[config.mk]
export PLATFORM = sky130hd
export DESIGN_NAME = per_sender_event_counter_table_flat
export DESIGN_NICKNAME = d
export VERILOG_FILES = /design/src/sv/psec_pkg.sv /design/src/sv/psec_cmd_if.sv /design/src/sv/psec_res_if.sv /design/src/sv/psec_match.sv /design/src/sv/per_sender_event_counter_table.sv /design/src/flat_wrapper.sv
export SDC_FILE = /design/constraint.sdc
export NUM_CORES = 1
export LEC_CHECK = 0
export BUFFER_PORTS_ARGS = -buffer_cell sky130_fd_sc_hd__buf_2
export CELL_PAD_IN_SITES_DETAIL_PLACEMENT = 0
export CELL_PAD_IN_SITES_GLOBAL_PLACEMENT = 1
export CORE_ASPECT_RATIO = 1.75
export CORE_MARGIN = 4
export CORE_UTILIZATION = 48
export CTS_BUF_LIST = sky130_fd_sc_hd__clkbuf_16
export CTS_CLUSTER_DIAMETER = 40
export DETAILED_ROUTE_END_ITERATION = 10
export PLACE_DENSITY = 0.78
export SLEW_MARGIN = 25
export SYNTH_ARGS = -nofsm -noshare
export SYNTH_HDL_FRONTEND = slang
export SYNTH_SLANG_ARGS = --single-unit
[constraint.sdc]
create_clock -name clk -period 6.9 [get_ports clk]
set_input_delay 0.345 -clock clk [delete_from_list [all_inputs] [get_ports clk]]
set_output_delay 0.345 -clock clk [all_outputs]
set_load 0.02 [all_outputs]
[src/sv/psec_pkg.sv]
// shared constants and types for the per-sender event counter table
package psec_pkg;

  // field widths
  localparam int ID_W    = 22;
  localparam int COUNT_W = 32;
  localparam int WORD_W  = ID_W + 2 * COUNT_W;

  // default table depth
  localparam int ENTRIES_DEF = 8;

  localparam logic [COUNT_W-1:0] COUNT_MAX = '1;

  // operation codes
  localparam logic OP_COUNT = 1'b0;
  localparam logic OP_DUMP  = 1'b1;

  // event kinds
  localparam logic KIND_FIRST  = 1'b0;
  localparam logic KIND_SECOND = 1'b1;

  // sequencer states
  typedef enum logic [2:0] {
    S_IDLE,
    S_LOOKUP,
    S_UPDATE,
    S_DUMP_RD,
    S_DUMP_OUT
  } state_t;

endpackage

[src/sv/psec_cmd_if.sv]
// command channel: count or dump request
interface psec_cmd_if;
  import psec_pkg::*;

  logic            valid;
  logic            ready;
  logic            operation;
  logic [ID_W-1:0] sender_id;
  logic            event_kind;

  modport source (output valid, operation, sender_id, event_kind, input ready);
  modport sink   (input valid, operation, sender_id, event_kind, output ready);
endinterface

[src/sv/psec_res_if.sv]
// result channel: one table entry per item during a dump
interface psec_res_if;
  import psec_pkg::*;

  logic               valid;
  logic               ready;
  logic [ID_W-1:0]    entry_id;
  logic [COUNT_W-1:0] first_count;
  logic [COUNT_W-1:0] second_count;
  logic               last_entry;

  modport source (output valid, entry_id, first_count, second_count, last_entry,
                  input ready);
  modport sink   (input valid, entry_id, first_count, second_count, last_entry,
                  output ready);
endinterface

[src/sv/psec_match.sv]
// sender id lookup over the occupied slots
module psec_match #(
  parameter int ENTRIES = psec_pkg::ENTRIES_DEF,
  parameter int IDX_W   = (ENTRIES > 1) ? $clog2(ENTRIES) : 1,
  parameter int FILL_W  = $clog2(ENTRIES + 1)
) (
  input  logic [psec_pkg::ID_W-1:0] ids [ENTRIES],
  input  logic [FILL_W-1:0]         fill,
  input  logic [psec_pkg::ID_W-1:0] key,
  output logic [ENTRIES-1:0]        hit_vec,
  output logic                      hit,
  output logic [IDX_W-1:0]          hit_idx
);
  import psec_pkg::*;

  // compare against every occupied slot
  always_comb begin
    for (int i = 0; i < ENTRIES; i++) begin
      hit_vec[i] = (FILL_W'(i) < fill) && (ids[i] == key);
    end
  end

  // ids are unique, so at most one slot matches and an or of indices encodes it
  always_comb begin
    hit_idx = '0;
    for (int i = 0; i < ENTRIES; i++) begin
      if (hit_vec[i]) begin
        hit_idx = hit_idx | IDX_W'(i);
      end
    end
  end

  assign hit = |hit_vec;

endmodule

[src/sv/per_sender_event_counter_table.sv]
// top level: per-sender event counter table with dump
//
//  channel | dir | payload                                          | accepted when
//  cmd     | in  | operation, sender_id, event_kind                 | valid && ready
//  res     | out | entry_id, first_count, second_count, last_entry  | valid && ready
//
// a count item is accepted, then goes through id lookup with memory read, then
// saturating increment and write back to the single-port slot memory.
// a dump item visits each slot in turn: memory read, then result held until taken.
// slots fill in order and are never freed, so a fill count marks which memory
// words are valid; no clearing pass is needed after reset.
// a stalled result holds its payload and blocks the next command.
module per_sender_event_counter_table #(
  parameter int ENTRIES = psec_pkg::ENTRIES_DEF
) (
  input  logic       clk,
  input  logic       rst,
  psec_cmd_if.sink   cmd,
  psec_res_if.source res
);
  import psec_pkg::*;

  localparam int IDX_W  = (ENTRIES > 1) ? $clog2(ENTRIES) : 1;
  localparam int FILL_W = $clog2(ENTRIES + 1);
  localparam logic [IDX_W-1:0]  LAST_IDX = IDX_W'(ENTRIES - 1);
  localparam logic [FILL_W-1:0] FULL     = FILL_W'(ENTRIES);

  function automatic logic [COUNT_W-1:0] sat_inc(input logic [COUNT_W-1:0] v);
    sat_inc = (v == COUNT_MAX) ? v : v + COUNT_W'(1);
  endfunction

  state_t state, state_next;

  logic [ID_W-1:0]   ids [ENTRIES];
  logic [FILL_W-1:0] fill;
  logic [IDX_W-1:0]  idx;
  logic [IDX_W-1:0]  sel;
  logic              rd_ok;
  logic [ID_W-1:0]   req_id;
  logic              req_kind;

  logic [WORD_W-1:0] mem [ENTRIES];
  logic [WORD_W-1:0] rdata;
  logic              mem_re;
  logic              mem_we;
  logic [IDX_W-1:0]  mem_raddr;
  logic [WORD_W-1:0] mem_wdata;

  logic [ENTRIES-1:0] hit_vec;
  logic               hit;
  logic [IDX_W-1:0]   hit_idx;
  logic               room;
  logic               cmd_fire;
  logic               res_fire;

  logic [COUNT_W-1:0] cur_first;
  logic [COUNT_W-1:0] cur_second;

  psec_match #(
    .ENTRIES (ENTRIES),
    .IDX_W   (IDX_W),
    .FILL_W  (FILL_W)
  ) u_match (
    .ids     (ids),
    .fill    (fill),
    .key     (req_id),
    .hit_vec (hit_vec),
    .hit     (hit),
    .hit_idx (hit_idx)
  );

  assign room     = (fill != FULL);
  assign cmd_fire = cmd.valid && cmd.ready;
  assign res_fire = res.valid && res.ready;

  // next state
  always_comb begin
    state_next = state;
    unique case (state)
      S_IDLE: begin
        if (cmd.valid) begin
          if (cmd.operation == OP_DUMP) begin
            state_next = S_DUMP_RD;
          end else if (cmd.sender_id != '0) begin
            state_next = S_LOOKUP;
          end
        end
      end
      S_LOOKUP: begin
        state_next = (hit || room) ? S_UPDATE : S_IDLE;
      end
      S_UPDATE: begin
        state_next = S_IDLE;
      end
      S_DUMP_RD: begin
        state_next = S_DUMP_OUT;
      end
      S_DUMP_OUT: begin
        if (res.ready) begin
          state_next = (idx == LAST_IDX) ? S_IDLE : S_DUMP_RD;
        end
      end
      default: state_next = S_IDLE;
    endcase
  end

  // control outputs
  always_comb begin
    cmd.ready = 1'b0;
    res.valid = 1'b0;
    mem_re    = 1'b0;
    mem_we    = 1'b0;
    mem_raddr = hit ? hit_idx : fill[IDX_W-1:0];
    unique case (state)
      S_IDLE:     cmd.ready = 1'b1;
      S_LOOKUP:   mem_re = hit || room;
      S_UPDATE:   mem_we = 1'b1;
      S_DUMP_RD: begin
        mem_re    = 1'b1;
        mem_raddr = idx;
      end
      S_DUMP_OUT: res.valid = 1'b1;
      default: ;
    endcase
  end

  // state register
  always_ff @(posedge clk) begin
    if (rst) begin
      state <= S_IDLE;
    end else begin
      state <= state_next;
    end
  end

  // fill count and dump index
  always_ff @(posedge clk) begin
    if (rst) begin
      fill <= '0;
      idx  <= '0;
    end else begin
      if (state == S_LOOKUP && !hit && room) begin
        fill <= fill + FILL_W'(1);
      end
      if (state == S_IDLE) begin
        idx <= '0;
      end else if (state == S_DUMP_OUT && res_fire) begin
        idx <= idx + IDX_W'(1);
      end
    end
  end

  // request capture, slot allocation and read qualification
  always_ff @(posedge clk) begin
    if (cmd_fire) begin
      req_id   <= cmd.sender_id;
      req_kind <= cmd.event_kind;
    end
    if (state == S_LOOKUP) begin
      sel   <= mem_raddr;
      rd_ok <= hit;
      if (!hit && room) begin
        ids[fill[IDX_W-1:0]] <= req_id;
      end
    end else if (state == S_DUMP_RD) begin
      rd_ok <= (FILL_W'(idx) < fill);
    end
  end

  // counts seen by the update and the dump, zero for a fresh slot
  assign cur_first  = rd_ok ? rdata[COUNT_W-1:0] : '0;
  assign cur_second = rd_ok ? rdata[2*COUNT_W-1:COUNT_W] : '0;

  // saturating increment of the selected counter
  always_comb begin
    mem_wdata = {req_id, cur_second, cur_first};
    if (req_kind == KIND_FIRST) begin
      mem_wdata[COUNT_W-1:0] = sat_inc(cur_first);
    end else begin
      mem_wdata[2*COUNT_W-1:COUNT_W] = sat_inc(cur_second);
    end
  end

  // slot memory, one read or one write per cycle
  always_ff @(posedge clk) begin
    if (mem_we) begin
      mem[sel] <= mem_wdata;
    end
    if (mem_re) begin
      rdata <= mem[mem_raddr];
    end
  end

  // dump result
  assign res.entry_id     = rd_ok ? rdata[WORD_W-1:2*COUNT_W] : '0;
  assign res.first_count  = cur_first;
  assign res.second_count = cur_second;
  assign res.last_entry   = (idx == LAST_IDX);

`ifndef SYNTHESIS
  // no command is taken while a result waits
  a_no_overlap: assert property (@(posedge clk) disable iff (rst)
    !(cmd.ready && res.valid))
    else $error("command accepted while a result is pending");

  // writes land only in occupied slots
  a_write_used: assert property (@(posedge clk) disable iff (rst)
    mem_we |-> (FILL_W'(sel) < fill))
    else $error("write to an unoccupied slot");

  // the final entry of a dump ends it
  a_last_ends: assert property (@(posedge clk) disable iff (rst)
    (res_fire && res.last_entry) |=> (state == S_IDLE))
    else $error("dump continued past its final entry");

  // sender ids stay unique in the table
  a_unique_hit: assert property (@(posedge clk) disable iff (rst)
    (state == S_LOOKUP) |-> $onehot0(hit_vec))
    else $error("sender id held in more than one slot");
`endif

endmodule
[src/flat_wrapper.sv]
// flat-port wrapper written by rule: the top's interface ports become plain ports
module per_sender_event_counter_table_flat import psec_pkg::*;
#(
  parameter int ENTRIES = psec_pkg::ENTRIES_DEF
)
  (clk, rst, cmd_valid, cmd_operation, cmd_sender_id, cmd_event_kind, cmd_ready, res_valid, res_entry_id, res_first_count, res_second_count, res_last_entry, res_ready);
  psec_cmd_if cmd_i ();
  psec_res_if res_i ();
  input  logic clk;
  input  logic rst;
  input wire logic [$bits(cmd_i.valid)-1:0] cmd_valid;
  input wire logic [$bits(cmd_i.operation)-1:0] cmd_operation;
  input wire logic [$bits(cmd_i.sender_id)-1:0] cmd_sender_id;
  input wire logic [$bits(cmd_i.event_kind)-1:0] cmd_event_kind;
  output wire logic [$bits(cmd_i.ready)-1:0] cmd_ready;
  output wire logic [$bits(res_i.valid)-1:0] res_valid;
  output wire logic [$bits(res_i.entry_id)-1:0] res_entry_id;
  output wire logic [$bits(res_i.first_count)-1:0] res_first_count;
  output wire logic [$bits(res_i.second_count)-1:0] res_second_count;
  output wire logic [$bits(res_i.last_entry)-1:0] res_last_entry;
  input wire logic [$bits(res_i.ready)-1:0] res_ready;
  assign cmd_i.valid = cmd_valid;
  assign cmd_i.operation = cmd_operation;
  assign cmd_i.sender_id = cmd_sender_id;
  assign cmd_i.event_kind = cmd_event_kind;
  assign cmd_ready = cmd_i.ready;
  assign res_valid = res_i.valid;
  assign res_entry_id = res_i.entry_id;
  assign res_first_count = res_i.first_count;
  assign res_second_count = res_i.second_count;
  assign res_last_entry = res_i.last_entry;
  assign res_i.ready = res_ready;
  per_sender_event_counter_table #(.ENTRIES(ENTRIES)) u_core (.clk(clk), .rst(rst), .cmd(cmd_i), .res(res_i));
endmodule
; ---- After elaboration in Yosys (flattened, before gate mapping)
; Memories as Yosys holds them, arrays and structs flattened. A register that Yosys moved wholly into a read port is not among the register bits.
; Cells that the tools add are included.
[totals]
regBits = 213
mem_bits_rw = 688
inputBits = 28
out_inout_bits = 89
wordCells = 109
memories = 1
[op_classes]
n_addsub = 4
magnitude_cmp = 11
eq_ne = 19
muxes = 34
bitwise = 1
reduce_logical = 24
[mem_list]
columns = name, depth, word_bits, rd, rd_ports_with_merged_regs, write_ports, line_no
row1 = u_core.mem, 8, 86, 1, 1, 1, per_sender_event_counter_table.sv:42  ; logic [WORD_W-1:0] mem [ENTRIES];
[ops]
columns = op, count
row1 = 32-bit 2-to-1 mux, 6
row2 = 176-bit bitwise mux, 1
row3 = 22-bit equality test, 8
row4 = 22-bit demux with 3-bit select, 1
row5 = "32-bit by 1-bit adder with 32-bit output, second input constant", 2
row6 = "32-bit equality test, second input constant", 2
row7 = 22-bit 2-to-1 mux, 2
row8 = 3-bit 2-to-1 mux, 10
row9 = 22-bit nonzero test, 1
row10 = "3-bit by 4-bit < comparator with 1-bit output, first input constant", 4
row11 = 1-bit logical AND, 15
row12 = 3-bit one-hot mux with 4 select lines, 1
row13 = "1-bit by 4-bit < comparator with 1-bit output, first input constant", 2
row14 = "2-bit by 4-bit < comparator with 1-bit output, first input constant", 2
row15 = 1-bit 2-to-1 mux, 8
row16 = 2-bit 2-to-1 mux, 4
row17 = 8-bit OR reduction, 1
row18 = "3-bit by 2-bit equality test with 1-bit output, second input constant", 2
row19 = "3-bit equality test, second input constant", 2
row20 = "4-bit by 1-bit adder with 4-bit output, second input constant", 1
row21 = "4-bit >= comparator, second input constant", 1
row22 = 3-bit by 4-bit < comparator with 1-bit output, 1
row23 = "4-bit by 1-bit < comparator with 1-bit output, second input constant", 1
row24 = "2-bit inequality test, second input constant", 2
row25 = 13 further kinds, 13

; ---- Longest topological paths before layout
[logic_depth]
ltp_word = 11
depth_mapped = 16
mapped_depth_nobuf = 11

; ---- By module
; A second synthesis with hierarchy kept.
[unflattened]
cells_unflattened = 2819
hier_area_um2 = 40172.3
[modules_own_cells]
columns = mod, n_inst, cells_each, area_each_um2, seq_area_each_um2
row1 = per_sender_event_counter_table, 1, 2543, 37945.1, 29538.3
row2 = psec_match, 1, 276, 2227.1, 0.0

; ---- Worst setup path before layout
; OpenSTA, ideal clock, no wires.
[synth_timing]
kind = register -> register
startpoint = register u_core.state[2]
endpoint = memory u_core.mem[0][0] in the netlist's numbering, enable pin
setup_ns = 0.636
arrival_ns = 6.634
required_time_ns = 6.264
slack_ns = -0.370
stages_incl_launch_ff = 4
n_path_buf = 0
synth_period_minus_slack_ns = 7.270
cell_sequence = dfxtp_1 nand2b_1 or3_1 nor3_1
[synth_via]
elab_chain_len = 4
[synth_lines]
columns = element, line_no
row1 = from (decl), per_sender_event_counter_table.sv:32  ; state_t state, state_next;
row2 = from (signal assigned), per_sender_event_counter_table.sv:132  ; state <= state_next;
row3 = 3-bit by 2-bit equality test with 1-bit output, per_sender_event_counter_table.sv:114  ; unique case (state)
row4 = 1-bit 2-to-1 mux, per_sender_event_counter_table.sv:114
row5 = 1-bit 2-to-1 mux, per_sender_event_counter_table.sv:186  ; if (mem_we) begin
row6 = 1-bit 2-to-1 mux (not written as such), per_sender_event_counter_table.sv:187  ; mem[sel] <= mem_wdata;
row7 = to (decl), per_sender_event_counter_table.sv:42
; Every way passes these cells.

; ---- Final worst setup path
[layout_timing]
startpoint = register u_core.req_id[15]
endpoint = register u_core.rdata[6] (read register of u_core.mem) (data pin)
[layout_via]
elab_chain_len = 11
word_cells_on_any_way = 28
classes_between = 8 x eq/ne / 10 x mux / 10 x reduce/logical
[layout_lines]
columns = element, line_no
row1 = from (decl), per_sender_event_counter_table.sv:39  ; logic [ID_W-1:0] req_id;
row2 = from (signal assigned), per_sender_event_counter_table.sv:156  ; req_id <= cmd.sender_id;
row3 = 22-bit equality test, psec_match.sv:19  ; hit_vec[i] = (FILL_W'(i) < fill) && (ids[i] == key);
row4 = 1-bit logical AND, psec_match.sv:19
row5 = 1-bit 2-to-1 mux, psec_match.sv:27  ; if (hit_vec[i]) begin
row6 = 2-bit 2-to-1 mux (2 in a row), psec_match.sv:27
row7 = 3-bit 2-to-1 mux (4 in a row), psec_match.sv:27
row8 = 3-bit 2-to-1 mux, per_sender_event_counter_table.sv:113  ; mem_raddr = hit ? hit_idx : fill[IDX_W-1:0];
row9 = 3-bit 2-to-1 mux, per_sender_event_counter_table.sv:114
row10 = to (decl), per_sender_event_counter_table.sv:43  ; logic [WORD_W-1:0] rdata;
; Parallel ways exist; a longest one is shown, timed or not.
; A chain may end at the register's enable or synchronous reset.

==> results by stage <==
Yosys:
- The xor/xnor share of the synthesized area is 0.05128.
- The netlist uses 52 different library cells.
- The post-synthesis compound-gate area fraction came to 0.08040.
- In this run the mean area of a mapped cell was 15.44 sq um.
- The synthesized instance count is 2655.
- The simple-gate share of the synthesized area is 0.1172.
- The number of nets handed over by synthesis was 2692.
- The yosys synthesis warning count is 0.
- The cell area that synthesis handed to floorplanning was 0.04099 sq mm.
- For this run, asynchronously set or reset flops after synthesis account for 0.
- Of the synthesized area, sequential elements account for 0.7206.
- The most used flip-flop cell after synthesis is sky130_fd_sc_hd__edfxtp_1.
- The portion of synthesized area spent on multiplexers is 0.001526.
- Counting flops with a built-in enable in the synthesized netlist gives 977.
- The adder-cell share of the synthesized area is 0.002747.
- Synthesis inferred 987 register bits.
- By area, the combinational part of the netlist is dominated by simple AND/OR/NAND/NOR gates.

Worst hold path:
- The startpoint identified for the worst hold timing path is cmd_operation.
- The worst hold path terminates at u_core.state[1].
- The cell count of the worst hold path is 5.
- The class of the worst hold path is in -> reg.

Setup path:
- For the worst setup path, the data required time is 7390 ps.
- The critical path in this run is classified as reg -> reg.
- STA classifies the critical path endpoint as a flip-flop.
- The data arrival time at the worst-slack endpoint is 5680 ps.
- The logic depth of the worst register-to-register path is 12.
- The worst register-to-register path ends at u_core.rdata[6].
- Along the worst path, the maximum fanout reaches 110.
- STA classifies the critical path startpoint as a flip-flop.
- The slack of the worst reg-to-reg path is 1710 ps.
- The start of the worst register-to-register path is u_core.req_id[15].

Cells and area:
- The layout filler cell count is 6589.
- The most common library cell in the layout ignoring fill and taps is sky130_fd_sc_hd__edfxtp_1.
- The final net count is 2795.
- Once layout is complete, the utilization of the core stands at 0.5473.
- In the final layout, the share of cells above drive strength 1 is 0.1471.
- Relative to the synthesized area, the layout overhead comes to 12.84%.
- In the layout the commonest cells are 977 x sky130_fd_sc_hd__edfxtp_1, 355 x sky130_fd_sc_hd__and3_1, 258 x sky130_fd_sc_hd__a211oi_1.

Power and ir drop:
- The total leakage power is 15.10 nW.
- The combinational group share of total power is 0.064.
- The clock network power share is 0.406.
- The net switching power is 0.003019 W.
- The total internal power is 0.009954 W.
- The final total power is 0.01297 W.
- The sequential share of power is 0.530.
- The power per unit of standard cell area is 280.5 mW/mm^2.
- Of the total power, the share spent switching nets is 0.2327.
- The highest ir drop seen on vdd is 280.8 uV.

Routing:
- The number of detailed-route iterations in the first pass is 5.
- The count of antenna-violating nets left after detailed routing is 0.
- After detailed routing, the total wire length is 103700 um.
- The count of routing violations after the opening detailed-route iteration is 2419.
- The mean number of vias per cell is 6.233.
- The per-cell routed wire length is 26.53 um.
- After detailed routing, the number of remaining DRC violations is 0.
- The total vias in the final route is 24360.

Global route:
- Entering global routing, the biggest net connects 182 pins.
- After global routing the overflow that remains totals 0.
- The total global routing track utilization is 0.2239.
- The number of global-route vias before repair came to 24920.
- The number of antenna violations at the first check in global routing is 1.
- The first global-routing pass estimated 154800 um of wire.

Timing:
- The relative max-transition margin is 0.2745.
- The largest clock skew in the final design is 47.80 ps.
- The number of max-slew violations in the final report is 0.
- The final hold violation count is 0.
- The smallest setup slack after layout is 1715 ps.
- The clock period minus worst slack is 5185 ps.
- Setup repair after global routing left no endpoint under its margin.
- For the pin with the worst max-slew slack, the measured transition is 1088 ps.
- The minimum hold slack is 185.4 ps.
- Setup violations remaining at the end of the flow were counted as 0.
- Dividing the final minimum period by the clock period gives 0.7515.
- Based on the critical path, the design can be clocked at up to 0.1928 GHz.
- Summed over all failing endpoints, the final setup total negative slack is 0 ps.

Placed design:
- The congestion estimate from routability-driven global placement came to 0.8259.
- The count of buffers added on input and output ports is 116.
- The placement-stage worst setup slack is 1757 ps.
- The wire-length estimate of the detail-placed layout is 55790 um.

Die:
- The overall die area is 0.09032 sq mm.
- The die is 228.9 um wide.
- The height of the die is 394.6 um.
- Pin placement for this block handled 117 I/O pins.
- The placeable core area is 0.08450 sq mm.
- The standard-cell row count is 141.
- The initial standard-cell utilization of the core is 0.4851.

Clocking:
- TritonCTS built the clock tree.
- Counting along the longest clock path gives a buffer depth of 3.
- The CTS clock-pin slew for the worst setup and hold paths is 60 ps.
- The buffers inserted during post-CTS setup optimization is 0.
- The clock insertion delay at the later pin of the skew report is 690 ps.
- The H-tree generated during clock tree synthesis spans 3 levels.
- The clock net in this run drives a total of 987 sinks.
- The tree is rooted in a sky130_fd_sc_hd__clkbuf_16.
- Buffers inserted during clock tree synthesis total 96.

Outcome:
- The flow ran to the end, and the final reports show no timing, DRC or antenna violations.

Job:
- The max capacitance violation total is 0.
power by group through the flow:
stage	sequential, W	clock [W]	combinational, W
floorplan	0.00696	0	0.000536
global placement	0.00700	0	0.000791
detailed placement	0.00701	0	0.000817
CTS	0.00688	0.00534	0.000831
global route	0.00688	0.00558	0.000898
finish	0.00688	0.00526	0.000835
cell usage after synthesis (2+ instances only):
master / instances / area, sq um
sky130_fd_sc_hd__edfxtp_1: 977 / 29340
sky130_fd_sc_hd__and3_1: 355 / 2221
sky130_fd_sc_hd__a211oi_1: 258 / 1937
sky130_fd_sc_hd__xnor2_1: 154 / 1349
sky130_fd_sc_hd__clkbuf_1: 119 / 446.7
sky130_fd_sc_hd__nor4_1: 118 / 738.2
sky130_fd_sc_hd__and2_1: 102 / 638.1
sky130_fd_sc_hd__xor2_1: 86 / 753.2
sky130_fd_sc_hd__nand2_1: 54 / 202.7
sky130_fd_sc_hd__nand4_1: 54 / 337.8
sky130_fd_sc_hd__a2111oi_0: 48 / 420.4
sky130_fd_sc_hd__buf_2: 47 / 235.2
sky130_fd_sc_hd__nor2_1: 44 / 165.2
sky130_fd_sc_hd__a2111oi_2: 32 / 480.5
sky130_fd_sc_hd__nand3_1: 31 / 155.2
sky130_fd_sc_hd__buf_4: 27 / 202.7
sky130_fd_sc_hd__inv_1: 24 / 90.09
sky130_fd_sc_hd__nor3_1: 22 / 110.1
sky130_fd_sc_hd__dfxtp_1: 10 / 200.2
sky130_fd_sc_hd__a2111oi_4: 9 / 247.7
sky130_fd_sc_hd__ha_1: 9 / 112.6
sky130_fd_sc_hd__a21oi_1: 8 / 40.04
sky130_fd_sc_hd__buf_6: 8 / 90.09
sky130_fd_sc_hd__nand2b_1: 8 / 50.05
sky130_fd_sc_hd__o21ai_0: 6 / 30.03
sky130_fd_sc_hd__or3_1: 5 / 31.28
sky130_fd_sc_hd__mux2i_1: 4 / 40.04
sky130_fd_sc_hd__nor2b_1: 4 / 25.02
sky130_fd_sc_hd__and4_1: 3 / 26.28
sky130_fd_sc_hd__or2_2: 3 / 18.77
sky130_fd_sc_hd__a22oi_1: 2 / 15.01
sky130_fd_sc_hd__a41oi_2: 2 / 32.53
sky130_fd_sc_hd__mux2_2: 2 / 22.52
sky130_fd_sc_hd__nor4_2: 2 / 25.02
worst max-delay path, stage by stage, from the launching register on:
cell	delay [ps]
sky130_fd_sc_hd__edfxtp_1	850
sky130_fd_sc_hd__buf_4	350
sky130_fd_sc_hd__xor2_1	100
sky130_fd_sc_hd__nor4_1	720
sky130_fd_sc_hd__nand4_1	260
sky130_fd_sc_hd__o2bb2a_4	280
sky130_fd_sc_hd__and3_4	190
sky130_fd_sc_hd__nand4_1	180
sky130_fd_sc_hd__buf_4	490
sky130_fd_sc_hd__buf_4	840
sky130_fd_sc_hd__and3_1	250
sky130_fd_sc_hd__a2111oi_0	80
sky130_fd_sc_hd__nor4_1	360
state kept, by name, summed over array words and instances (netlist names):
register / cells
u_core.rdata: 86
u_core.state: 3
u_core.req_id: 22
u_core.rd_ok: 1
u_core.mem: 688
u_core.fill: 4
u_core.sel: 3
u_core.ids: 176
u_core.req_kind: 1
u_core.idx: 3
what timing repair did:
item | 4_1_cts | 5_1_grt
resized for setup | 0 | 0
endpoints found under the hold margin | 33 | 0
hold buffers | 25 | 0
endpoints found under the setup margin | 0 | 0
metrics by stage:
step / std cells / cell area [sq um]
floorplan: 2655 / 41000
global placement: 3702 / 42680
detailed placement: 3705 / 42740
CTS: 3905 / 46210
global route: 3908 / 46250
finish: 3908 / 46250
worst max-delay path by stage:
stage,from,to
2_1_floorplan,u_core.state[2],u_core.mem[6][0]
3_3_place_gp,u_core.req_id[15],u_core.rdata[66]
3_5_place_dp,u_core.req_id[15],u_core.rdata[6]
4_1_cts,u_core.req_id[15],u_core.rdata[66]
5_1_grt,u_core.req_id[15],u_core.rdata[12]
6_report,u_core.req_id[15],u_core.rdata[6]
metal layers:
metal  vias to the layer above  wire length (um)  track usage
met5                         -                 0            0
met3                       182              6414      0.03315
met4                         0              2919      0.07037
met1                     12500             40640       0.2819
met2                       952             53710       0.3998
li1                      10720                 -            -
kinds of logic after synthesis:
family | after synthesis
flops | 987
simple gates | 812
compound gates | 374
xor+xnor | 240
buf+inv | 227
fa+ha+maj | 9
mux | 6
area by class of cell:
class | instances | area [sq um] | area share
inverters | 24 | 90.09 | 0.001948
repair buffers | 208 | 1513 | 0.03271
multi-input cells | 1441 | 10550 | 0.2281
clock buffers | 98 | 2452 | 0.05302
clock inverters | 77 | 765.7 | 0.01656
flip-flops and latches | 987 | 29540 | 0.6386
diodes | 1 | 2.502 | 0.00005410
well taps | 1072 | 1341 | 0.02900
(Power assumes the default switching activity.)
